**src/rtl/tgcq_pkg.sv**
```systemverilog
`default_nettype none
package tgcq_pkg;

   localparam int DEF_MAX_GRID_W  = 32;
   localparam int DEF_MAX_GRID_H  = 32;
   localparam int DEF_BLOCK_SHIFT = 0;
   localparam int DEF_MAX_HITS    = 63;

   localparam int FRAC_BITS = 4;    // Q11.4 corners
   localparam int CW        = 14;   // signed grid coordinate width
   localparam int DIM_W     = 9;    // holds a grid dimension up to 256
   localparam int HIT_W     = 6;
   localparam int CFG_W     = 6;
   localparam int CSR_IDX_W = 1;
   localparam int XY_W      = 5;
   localparam int CORNER_W  = 16;

   localparam logic [CFG_W-1:0] GRID_W_RESET = 6'd15;
   localparam logic [CFG_W-1:0] GRID_H_RESET = 6'd5;

   typedef enum logic [CSR_IDX_W-1:0] {
      CSR_GRID_W = 1'b0,
      CSR_GRID_H = 1'b1
   } tgcq_csr_type;

   typedef enum logic [1:0] {
      CMD_WRITE    = 2'd0,
      CMD_OVERLAP  = 2'd1,
      CMD_SURROUND = 2'd2,
      CMD_NOP      = 2'd3
   } tgcq_cmd_type;

   typedef enum logic [1:0] {
      RSP_HIT    = 2'd0,
      RSP_DONE   = 2'd1,
      RSP_TRUNC  = 2'd2,
      RSP_REJECT = 2'd3
   } tgcq_status_type;

   typedef enum logic [2:0] {
      ST_CLEAR,
      ST_IDLE,
      ST_SETUP,
      ST_OVL,
      ST_RING_COL,
      ST_RING_ROW,
      ST_FINISH
   } tgcq_state_type;

   typedef logic signed [CW-1:0] tgcq_coord_type;

   typedef struct packed {
      logic [1:0]                 command;
      logic [XY_W-1:0]            cell_x;
      logic [XY_W-1:0]            cell_y;
      logic                       occupied;
      logic signed [CORNER_W-1:0] box_min_x;
      logic signed [CORNER_W-1:0] box_min_y;
      logic signed [CORNER_W-1:0] box_max_x;
      logic signed [CORNER_W-1:0] box_max_y;
   } tgcq_req_type;

   typedef struct packed {
      logic [XY_W-1:0] hit_x;
      logic [XY_W-1:0] hit_y;
      tgcq_status_type status;
      logic            last;
   } tgcq_rsp_type;

   // One beat from the scanner to the collector, aligned with the RAM read.
   typedef struct packed {
      logic            probe;      // in-grid cell read this beat
      logic            fin;        // end of item
      logic            query_fin;  // end marker takes its status from the hit count
      tgcq_status_type status;     // end status for write commands
      logic [XY_W-1:0] x;
      logic [XY_W-1:0] y;
   } tgcq_probe_type;

   function automatic int addr_bits(input int n);
      return (n > 1) ? $clog2(n) : 1;
   endfunction

   // floor(raw / 2^shift) is an arithmetic right shift.
   function automatic tgcq_coord_type to_grid(input logic signed [CORNER_W-1:0] raw,
                                              input int shift);
      logic signed [CORNER_W-1:0] t;
      t = raw >>> shift;
      return tgcq_coord_type'(t[CW-1:0]);
   endfunction

endpackage
`default_nettype wire

```
**src/rtl/tgcq_ram.sv**
```systemverilog
`default_nettype none
module tgcq_ram #(
   parameter int WIDTH = 1,
   parameter int DEPTH = 1024,
   localparam int AW = (DEPTH > 1) ? $clog2(DEPTH) : 1
) (
   input  wire logic             clock,
   input  wire logic             we_i,
   input  wire logic [AW-1:0]    addr_i,
   input  wire logic [WIDTH-1:0] wdata_i,
   output logic      [WIDTH-1:0] rdata_o
);

   logic [WIDTH-1:0] mem_ff [DEPTH];
   logic [WIDTH-1:0] rdata_ff;

   always_ff @(posedge clock) begin
      if (we_i) begin
         mem_ff[addr_i] <= wdata_i;
      end
      rdata_ff <= mem_ff[addr_i];
   end

   assign rdata_o = rdata_ff;

endmodule
`default_nettype wire

```
**src/rtl/tgcq_scan.sv**
```systemverilog
`default_nettype none
module tgcq_scan
   import tgcq_pkg::*;
#(
   parameter int MAX_GRID_W  = DEF_MAX_GRID_W,
   parameter int MAX_GRID_H  = DEF_MAX_GRID_H,
   parameter int BLOCK_SHIFT = DEF_BLOCK_SHIFT,
   localparam int XW = addr_bits(MAX_GRID_W),
   localparam int YW = addr_bits(MAX_GRID_H),
   localparam int AW = XW + YW
) (
   input  wire logic             clock,
   input  wire logic             reset,
   input  wire logic [DIM_W-1:0] ew_i,
   input  wire logic [DIM_W-1:0] eh_i,
   input  wire logic             start_i,
   input  wire tgcq_req_type     req_i,
   output logic                  busy_o,
   output logic                  mem_we_o,
   output logic [AW-1:0]         mem_addr_o,
   output logic                  mem_wdata_o,
   output tgcq_probe_type        probe_o
);

   localparam int SHIFT = FRAC_BITS + BLOCK_SHIFT;
   localparam tgcq_coord_type ZERO = '0;
   localparam tgcq_coord_type ONE  = tgcq_coord_type'(1);
   localparam tgcq_coord_type TWO  = tgcq_coord_type'(2);

   tgcq_state_type state_ff, state_in;
   tgcq_cmd_type   cmd_ff, cmd_in;
   logic [XY_W-1:0] cx_ff, cx_in, cy_ff, cy_in;
   logic            occ_ff, occ_in;
   logic            ovl_go_ff, ovl_go_in;
   logic            sub_ff, sub_in;
   tgcq_coord_type  lo_x_ff, lo_x_in, hi_x_ff, hi_x_in;
   tgcq_coord_type  lo_y_ff, lo_y_in, hi_y_ff, hi_y_in;
   tgcq_coord_type  px_ff, px_in, py_ff, py_in;
   logic [AW-1:0]   clr_ff, clr_in;

   tgcq_coord_type ewc, ehc;
   tgcq_coord_type gx0, gy0, gx1, gy1, mnx, mny, mxx, mxy;
   logic [CW-1:0]  wx, wy;
   logic           in_grid, wr_ok;

   always_ff @(posedge clock) begin
      if (reset) begin
         state_ff <= ST_CLEAR;
         clr_ff   <= '0;
      end else begin
         state_ff <= state_in;
         clr_ff   <= clr_in;
      end
      cmd_ff    <= cmd_in;
      cx_ff     <= cx_in;
      cy_ff     <= cy_in;
      occ_ff    <= occ_in;
      ovl_go_ff <= ovl_go_in;
      sub_ff    <= sub_in;
      lo_x_ff   <= lo_x_in;
      hi_x_ff   <= hi_x_in;
      lo_y_ff   <= lo_y_in;
      hi_y_ff   <= hi_y_in;
      px_ff     <= px_in;
      py_ff     <= py_in;
   end

   always_comb begin
      ewc = $signed({{(CW-DIM_W){1'b0}}, ew_i});
      ehc = $signed({{(CW-DIM_W){1'b0}}, eh_i});

      gx0 = to_grid(req_i.box_min_x, SHIFT);
      gy0 = to_grid(req_i.box_min_y, SHIFT);
      gx1 = to_grid(req_i.box_max_x, SHIFT);
      gy1 = to_grid(req_i.box_max_y, SHIFT);
      mnx = (gx0 < ZERO) ? ZERO : gx0;
      mny = (gy0 < ZERO) ? ZERO : gy0;
      mxx = (gx1 > ewc) ? ewc : gx1;
      mxy = (gy1 > ehc) ? ehc : gy1;

      in_grid = !px_ff[CW-1] && (px_ff < ewc) && !py_ff[CW-1] && (py_ff < ehc);
      wr_ok   = ({{(DIM_W-XY_W){1'b0}}, cx_ff} < ew_i) &&
                ({{(DIM_W-XY_W){1'b0}}, cy_ff} < eh_i);
      wx      = {{(CW-XY_W){1'b0}}, cx_ff};
      wy      = {{(CW-XY_W){1'b0}}, cy_ff};

      state_in  = state_ff;
      cmd_in    = cmd_ff;
      cx_in     = cx_ff;
      cy_in     = cy_ff;
      occ_in    = occ_ff;
      ovl_go_in = ovl_go_ff;
      sub_in    = sub_ff;
      lo_x_in   = lo_x_ff;
      hi_x_in   = hi_x_ff;
      lo_y_in   = lo_y_ff;
      hi_y_in   = hi_y_ff;
      px_in     = px_ff;
      py_in     = py_ff;
      clr_in    = clr_ff;

      mem_we_o    = 1'b0;
      mem_addr_o  = {px_ff[XW-1:0], py_ff[YW-1:0]};
      mem_wdata_o = occ_ff;

      probe_o           = '0;
      probe_o.status    = RSP_DONE;
      probe_o.x         = px_ff[XY_W-1:0];
      probe_o.y         = py_ff[XY_W-1:0];

      unique case (state_ff)
         ST_CLEAR: begin
            mem_we_o    = 1'b1;
            mem_addr_o  = clr_ff;
            mem_wdata_o = 1'b0;
            clr_in      = clr_ff + 1'b1;
            if (&clr_ff) begin
               state_in = ST_IDLE;
            end
         end
         ST_IDLE: begin
            if (start_i) begin
               cmd_in    = tgcq_cmd_type'(req_i.command);
               cx_in     = req_i.cell_x;
               cy_in     = req_i.cell_y;
               occ_in    = req_i.occupied;
               ovl_go_in = !req_i.box_min_x[CORNER_W-1] && !req_i.box_min_y[CORNER_W-1] &&
                           (gx1 < ewc) && (gy1 < ehc) && (gx0 <= gx1) && (gy0 <= gy1);
               if (tgcq_cmd_type'(req_i.command) == CMD_OVERLAP) begin
                  lo_x_in = gx0;
                  hi_x_in = gx1;
                  lo_y_in = gy0;
                  hi_y_in = gy1;
               end else begin
                  // ring bounds: one cell outside the clamped box
                  lo_x_in = mnx - ONE;
                  hi_x_in = mxx + ONE;
                  lo_y_in = mny - ONE;
                  hi_y_in = mxy + ONE;
               end
               state_in = ST_SETUP;
            end
         end
         ST_SETUP: begin
            unique case (cmd_ff)
               CMD_WRITE: begin
                  mem_we_o          = wr_ok;
                  mem_addr_o        = {wx[XW-1:0], wy[YW-1:0]};
                  probe_o.fin       = 1'b1;
                  probe_o.status    = wr_ok ? RSP_DONE : RSP_REJECT;
                  probe_o.x         = '0;
                  probe_o.y         = '0;
                  state_in          = ST_IDLE;
               end
               CMD_OVERLAP: begin
                  px_in    = lo_x_ff;
                  py_in    = lo_y_ff;
                  state_in = ovl_go_ff ? ST_OVL : ST_FINISH;
               end
               CMD_SURROUND: begin
                  sub_in = 1'b0;
                  priority if (lo_x_ff <= hi_x_ff) begin
                     px_in    = lo_x_ff;
                     py_in    = lo_y_ff;
                     state_in = ST_RING_COL;
                  end else if ((lo_y_ff + TWO) <= hi_y_ff) begin
                     px_in    = lo_x_ff;
                     py_in    = lo_y_ff + ONE;
                     state_in = ST_RING_ROW;
                  end else begin
                     state_in = ST_FINISH;
                  end
               end
               default: begin
                  state_in = ST_FINISH;
               end
            endcase
         end
         ST_OVL: begin
            probe_o.probe = in_grid;
            if (py_ff == hi_y_ff) begin
               py_in = lo_y_ff;
               if (px_ff == hi_x_ff) begin
                  state_in = ST_FINISH;
               end else begin
                  px_in = px_ff + ONE;
               end
            end else begin
               py_in = py_ff + ONE;
            end
         end
         ST_RING_COL: begin
            probe_o.probe = in_grid;
            if (!sub_ff) begin
               py_in  = hi_y_ff;
               sub_in = 1'b1;
            end else begin
               sub_in = 1'b0;
               if (px_ff == hi_x_ff) begin
                  px_in = lo_x_ff;
                  py_in = lo_y_ff + ONE;
                  state_in = ((lo_y_ff + TWO) <= hi_y_ff) ? ST_RING_ROW : ST_FINISH;
               end else begin
                  px_in = px_ff + ONE;
                  py_in = lo_y_ff;
               end
            end
         end
         ST_RING_ROW: begin
            probe_o.probe = in_grid;
            if (!sub_ff) begin
               px_in  = hi_x_ff;
               sub_in = 1'b1;
            end else begin
               sub_in = 1'b0;
               px_in  = lo_x_ff;
               if (py_ff == (hi_y_ff - ONE)) begin
                  state_in = ST_FINISH;
               end else begin
                  py_in = py_ff + ONE;
               end
            end
         end
         ST_FINISH: begin
            probe_o.fin       = 1'b1;
            probe_o.query_fin = 1'b1;
            probe_o.x         = '0;
            probe_o.y         = '0;
            state_in          = ST_IDLE;
         end
         default: begin
            state_in = ST_IDLE;
         end
      endcase

      busy_o = (state_ff != ST_IDLE);
   end

endmodule
`default_nettype wire

```
**src/rtl/tgcq_collect.sv**
```systemverilog
`default_nettype none
module tgcq_collect
   import tgcq_pkg::*;
#(
   parameter int MAX_HITS = DEF_MAX_HITS
) (
   input  wire logic           clock,
   input  wire logic           reset,
   input  wire tgcq_probe_type probe_i,
   input  wire logic           rd_data_i,
   output logic                rsp_valid_o,
   output tgcq_rsp_type        rsp_o
);

   localparam logic [HIT_W-1:0] HIT_LIMIT = HIT_W'(MAX_HITS);

   tgcq_probe_type   stg_ff, stg_in;
   logic [HIT_W-1:0] hits_ff, hits_in;
   logic             trunc_ff, trunc_in;
   logic             rsp_valid_ff, rsp_valid_in;
   tgcq_rsp_type     rsp_ff, rsp_in;

   always_ff @(posedge clock) begin
      if (reset) begin
         stg_ff       <= '0;
         hits_ff      <= '0;
         trunc_ff     <= 1'b0;
         rsp_valid_ff <= 1'b0;
      end else begin
         stg_ff       <= stg_in;
         hits_ff      <= hits_in;
         trunc_ff     <= trunc_in;
         rsp_valid_ff <= rsp_valid_in;
      end
      rsp_ff <= rsp_in;
   end

   // The staged beat lines up with the RAM data read for it.
   always_comb begin
      stg_in       = probe_i;
      hits_in      = hits_ff;
      trunc_in     = trunc_ff;
      rsp_valid_in = 1'b0;
      rsp_in       = rsp_ff;
      priority if (stg_ff.probe && rd_data_i) begin
         if (hits_ff == HIT_LIMIT) begin
            trunc_in = 1'b1;   // drop the hit, flag the end marker
         end else begin
            hits_in      = hits_ff + 1'b1;
            rsp_valid_in = 1'b1;
            rsp_in.hit_x  = stg_ff.x;
            rsp_in.hit_y  = stg_ff.y;
            rsp_in.status = RSP_HIT;
            rsp_in.last   = 1'b0;
         end
      end else if (stg_ff.fin) begin
         rsp_valid_in  = 1'b1;
         rsp_in.hit_x  = '0;
         rsp_in.hit_y  = '0;
         rsp_in.last   = 1'b1;
         if (stg_ff.query_fin) begin
            rsp_in.status = trunc_ff ? RSP_TRUNC : RSP_DONE;
         end else begin
            rsp_in.status = stg_ff.status;
         end
         hits_in  = '0;
         trunc_in = 1'b0;
      end else begin
         rsp_valid_in = 1'b0;
      end
   end

   assign rsp_valid_o = rsp_valid_ff;
   assign rsp_o       = rsp_ff;

endmodule
`default_nettype wire

```
**src/rtl/tile_grid_collision_query_core.sv**
```systemverilog
// Tile grid occupancy map with write, overlap and surround commands. A command
// is taken when start is high and busy is low; every command ends with one
// result with last set, and the receiver must take each result in the cycle
// rsp_valid is high, as there is no back-pressure. After reset the map is
// cleared one cell per cycle, every cell of the map, with busy high; grid size
// registers can be written at any time via csr_* but should change only while
// busy is low. Cost per command is set by the single read port of the occupancy
// RAM, one cell per cycle: an overlap query reads each cell of the box and a
// surround query each cell of the ring around it; each result is registered in
// the collector behind the RAM read.
`default_nettype none
module tile_grid_collision_query_core
   import tgcq_pkg::*;
#(
   parameter int MAX_GRID_W  = DEF_MAX_GRID_W,
   parameter int MAX_GRID_H  = DEF_MAX_GRID_H,
   parameter int BLOCK_SHIFT = DEF_BLOCK_SHIFT,
   parameter int MAX_HITS    = DEF_MAX_HITS
) (
   input  wire logic                 clock,
   input  wire logic                 reset,
   input  wire logic                 start,
   output logic                      busy,
   input  wire tgcq_req_type         req_item,
   output logic                      rsp_valid,
   output tgcq_rsp_type              rsp_item,
   input  wire logic                 csr_valid,
   output logic                      csr_ready,
   input  wire logic [CSR_IDX_W-1:0] csr_index,
   input  wire logic [CFG_W-1:0]     csr_wdata
);

   localparam int AW = addr_bits(MAX_GRID_W) + addr_bits(MAX_GRID_H);
   localparam logic [DIM_W-1:0] MAX_W = DIM_W'(MAX_GRID_W);
   localparam logic [DIM_W-1:0] MAX_H = DIM_W'(MAX_GRID_H);

   logic [CFG_W-1:0] grid_w_ff, grid_w_in, grid_h_ff, grid_h_in;
   logic [DIM_W-1:0] ew, eh;
   logic             mem_we, mem_wdata, mem_rdata;
   logic [AW-1:0]    mem_addr;
   tgcq_probe_type   probe;

   always_ff @(posedge clock) begin
      if (reset) begin
         grid_w_ff <= GRID_W_RESET;
         grid_h_ff <= GRID_H_RESET;
      end else begin
         grid_w_ff <= grid_w_in;
         grid_h_ff <= grid_h_in;
      end
   end

   always_comb begin
      grid_w_in = grid_w_ff;
      grid_h_in = grid_h_ff;
      if (csr_valid && csr_ready) begin
         unique case (tgcq_csr_type'(csr_index))
            CSR_GRID_W: grid_w_in = csr_wdata;
            CSR_GRID_H: grid_h_in = csr_wdata;
            default: ;
         endcase
      end
   end

   // Saturate the in-use size at the map size.
   always_comb begin
      ew = ({{(DIM_W-CFG_W){1'b0}}, grid_w_ff} > MAX_W) ? MAX_W
                                                       : {{(DIM_W-CFG_W){1'b0}}, grid_w_ff};
      eh = ({{(DIM_W-CFG_W){1'b0}}, grid_h_ff} > MAX_H) ? MAX_H
                                                       : {{(DIM_W-CFG_W){1'b0}}, grid_h_ff};
   end

   assign csr_ready = 1'b1;

   tgcq_scan #(
      .MAX_GRID_W  (MAX_GRID_W),
      .MAX_GRID_H  (MAX_GRID_H),
      .BLOCK_SHIFT (BLOCK_SHIFT)
   ) u_scan (
      .clock       (clock),
      .reset       (reset),
      .ew_i        (ew),
      .eh_i        (eh),
      .start_i     (start),
      .req_i       (req_item),
      .busy_o      (busy),
      .mem_we_o    (mem_we),
      .mem_addr_o  (mem_addr),
      .mem_wdata_o (mem_wdata),
      .probe_o     (probe)
   );

   tgcq_ram #(
      .WIDTH (1),
      .DEPTH (1 << AW)
   ) u_map (
      .clock   (clock),
      .we_i    (mem_we),
      .addr_i  (mem_addr),
      .wdata_i (mem_wdata),
      .rdata_o (mem_rdata)
   );

   tgcq_collect #(
      .MAX_HITS (MAX_HITS)
   ) u_collect (
      .clock       (clock),
      .reset       (reset),
      .probe_i     (probe),
      .rd_data_i   (mem_rdata),
      .rsp_valid_o (rsp_valid),
      .rsp_o       (rsp_item)
   );

endmodule
`default_nettype wire

```
**config.mk**
```make
export PLATFORM = sky130hd
export DESIGN_NAME = tile_grid_collision_query_core
export DESIGN_NICKNAME = d
export VERILOG_FILES = /design/src/rtl/tgcq_pkg.sv /design/src/rtl/tgcq_ram.sv /design/src/rtl/tgcq_scan.sv /design/src/rtl/tgcq_collect.sv /design/src/rtl/tile_grid_collision_query_core.sv
export SDC_FILE = /design/constraint.sdc
export NUM_CORES = 2
export LEC_CHECK = 0
export BUFFER_PORTS_ARGS = -buffer_cell sky130_fd_sc_hd__buf_4
export CAP_MARGIN = 40
export CORE_MARGIN = 5
export CORE_UTILIZATION = 50
export DETAILED_ROUTE_END_ITERATION = 12
export PLACE_DENSITY = 0.66
export SYNTH_ARGS = -nofsm -noshare
export SYNTH_HDL_FRONTEND = slang
export SYNTH_SLANG_ARGS = --single-unit
```
**constraint.sdc**
```tcl
create_clock -name clock -period 33.5 [get_ports clock]
set_clock_uncertainty 0.05 [all_clocks]
set_input_delay 3.35 -clock clock [delete_from_list [all_inputs] [get_ports clock]]
set_output_delay 3.35 -clock clock [all_outputs]
set_load 0.02 [all_outputs]
```
==> impl_metrics.ini <==
[run_status]
status = finished clean

[floorplan]
die_area_um2 = 121000
die_h_um = 348
die_w_um = 348
initial_core_util_pct = 50.2
ios = 104
core.rowCount = 124
coreArea_um2 = 114000

[setup_path]
arrival_ps = 7560
crit_required_ps = 34060
rr_worst_depth = 16
r2r-start = u_scan.state_ff[0]
reg2reg_slack_ps = 26490
crit_path_end_kind = flop
timing.rr.end = u_map.rdata_o
cp-start-kind = flop
cp_max_fo = 68
path_class = flop to flop

[logic_synthesis]
ys.flop_type = edfxtp_1
syn_inst = 5647
synth-seq-cells = 1185
yosysSeqAreaShare_pct = 61.3
async_reset_ff_share_pct = 0
yosysWarnings = 0
synth.distinct_cells = 75
synth_edf_count = 1136
netlist_area_um2 = 57200
synth_fp_nets = 5828
avgSynthCellArea_um2 = 10.1

[clock_network]
cts_resized = 0
worstSkewPairLatency_ps = 740
cts_buffer_depth = 3
cts_buffers = 130
cts_tree = yes
root_buffer = clkbuf_16
hold_buffers = 0
postCtsSetupRepairBufs = 0
clock_sinks = 1185
clk_pin_slew_ps = 50
htree_levels = 4

[place]
gp_congestion = 0.898
port_buffers = 86
post-dp-hpwl_mm = 98.9
dpl_worst_slack_ps = 26650

[worst_hold_path]
hold_end = grid_w_ff[4]
hold_path_class = flop to flop
hold_start = grid_w_ff[4]
hold_depth = 2

[power_and_ir_drop]
leakagePower_nw = 21.3
clkPwrFrac_pct = 36.0
powerDensity_nw_per_um2 = 58.7
ir_drop_v = 0.0000541
internal_power_mw = 2.59
seqPwrFrac_pct = 44.4
combPwrFrac_pct = 19.6
switching_share_pct = 30.3
power.switching_mw = 1.13

[sta]
min_period_ps = 7010
layout_worst_path_cycle_share_pct = 20.9
hold_viol_final = 0
rsz0062_at_grt = no
max-slew-margin-rel_pct = 33.3
max_freq_mhz = 143
maxSlewViolCount = 0
tightest_slew_ps = 1000
setup_ws_ps = 26490
tns_ps = 0
setup_viol = 0

[detailed_routing]
post_drt_wl_per_cell_um = 24.2
drt-pass1-iter-count = 8
route.vias.total = 44010
detail-route-antenna-nets = 0
drt_iter0_markers = 6210
viasPerCell = 6.17
drc = 0
drt_wl_total_mm = 173

[final_layout]
drive_gt1_share_pct = 8.28
mostFrequentLayoutCells = 1136 x edfxtp_1, 1089 x nor2_1, 1059 x nand2_1
area_growth_pct = 10.9
fillers = 9746
num-nets-final = 5704
layout_commonest_cell = edfxtp_1

[global_routing]
grt_pass1_vias = 40881
grt_pass1_wl_mm = 256
grt-ovfl-total = 0
grt_max_degree = 170
track_usage_pct = 27.6
antenna_found_initial = 5

[run]
drv_cap = 0
final cells by class:
| cell class | count | area [um^2] | share of cell area (%) |
|---|---|---|---|
| Tap cell | 1512 | 1890 | 2.98 |
| Multi-Input combinational cell | 3898 | 20000 | 31.5 |
| Timing Repair Buffer | 223 | 2240 | 3.53 |
| Clock inverter | 52 | 438 | 0.690 |
| Antenna cell | 1 | 2.50 | 0.00394 |
| Sequential cell | 1185 | 35100 | 55.3 |
| Clock buffer | 172 | 3470 | 5.48 |
| Inverter | 85 | 319 | 0.503 |
kinds of logic after synthesis:
family	Yosys count	synth area share, %
other	1	0.00655
adder cells (fa/ha/maj)	93	2.03
XOR/XNOR	94	1.44
AO/OA/AOI/OAI	712	8.37
buffers and inverters	564	4.22
flip-flops	1185	61.3
AND/OR/NAND/NOR	2965	22.0
multiplexers	33	0.582
worst max-delay path, cell delays in order, from the launching register on:
cell	delay (ps)
dfxtp_1	750
nor3_2	280
a211oi_4	280
buf_4	400
buf_4	450
and2_4	690
buf_4	830
buf_4	660
buf_4	720
nand2_1	110
and3_1	200
a311oi_1	310
a21oi_1	100
nand4_1	130
a22o_1	210
o21ai_0	190
nand4_1	390
synthesized netlist by cell type, types with 5 or more instances:
library cell,instances,area [um^2]
edfxtp_1,1136,34100
nor2_1,1092,4100
nand2_1,1061,3980
nand3_1,394,1970
clkbuf_1,260,976
a21oi_1,160,801
buf_2,131,656
and3_1,124,776
a31oi_1,123,769
nor3_1,101,505
ha_1,93,1160
a211oi_1,90,676
o21ai_0,87,435
inv_1,83,312
nand4_1,70,438
a311oi_1,64,561
buf_1,61,229
xnor2_1,50,438
dfxtp_1,49,981
a22oi_1,46,345
xor2_1,44,385
mux2i_1,31,310
o21a_1,27,203
and2_1,26,163
nor4_1,25,156
nand2b_1,22,138
buf_4,18,135
nor2b_1,18,113
a21o_1,15,113
o22ai_1,12,75.1
a221o_1,10,100
buf_6,9,101
o31ai_1,9,67.6
or3_1,8,50.1
a222oi_1,6,60.1
a41oi_1,6,52.6
a22o_1,5,43.8
o211ai_1,5,37.5
o311ai_0,5,43.8
how the worst max path moves through the flow:
stage	start	end	slack (ps)	depth (start not counted)
global placement	req_item[5]	u_scan.hi_y_ff[10]	26630	17
finish	u_scan.state_ff[0]	u_map.rdata_o	26490	16
CTS	u_scan.state_ff[0]	u_map.rdata_o	26660	16
floorplan	u_scan.state_ff[0]	u_map.mem_ff[0]	17120	4
detailed placement	req_item[5]	u_scan.hi_y_ff[10]	26650	17
global route	u_scan.state_ff[0]	u_map.rdata_o	26340	16
flip-flops by register name, summed over array words and instances, names as in the netlist, 2 cells and up:
signal / cells
u_scan.cy_ff: 5
grid_h_ff: 6
u_scan.hi_y_ff: 14
u_scan.px_ff: 14
u_collect.hits_ff: 6
u_scan.clr_ff: 10
grid_w_ff: 6
u_scan.cx_ff: 5
u_map.mem_ff: 1024
u_scan.cmd_ff: 2
u_collect.rsp_o: 13
u_collect.stg_ff: 15
u_scan.lo_x_ff: 14
u_scan.lo_y_ff: 14
u_scan.hi_x_ff: 14
u_scan.state_ff: 3
u_scan.py_ff: 14
layer usage:
layer / track usage, % / share of wire [%] / up-vias / routed length [um]
met5: 0 / 0.049 / - / 84
met4: 9.80 / 3.7 / 10 / 6330
met3: 4.87 / 10 / 372 / 18100
met2: 42.9 / 45 / 2381 / 78600
met1: 39.4 / 40 / 21544 / 69600
li1: - / - / 19703 / -
stage by stage:
stage	utilization (%)	hold slack [ps]	instance area, um^2	power [mW]	instances
floorplan	-	387	57200	2.18	5647
CTS	55.6	407	63400	3.72	7127
global placement	51.4	395	58700	2.38	6860
global route	55.6	431	63400	3.85	7127
finish	55.6	415	63400	3.72	7128
detailed placement	52.2	400	59500	2.40	6903
power groups by stage:
stage          registers (mW)  clock network [mW]  logic [mW]
4_1_cts                  1.65                1.35       0.717
3_3_place_gp             1.68                   0       0.695
5_1_grt                  1.65                1.41       0.782
3_5_place_dp             1.68                   0       0.714
2_1_floorplan            1.71                   0       0.477
6_report                 1.65                1.34       0.730
(Power assumes the default switching activity.)
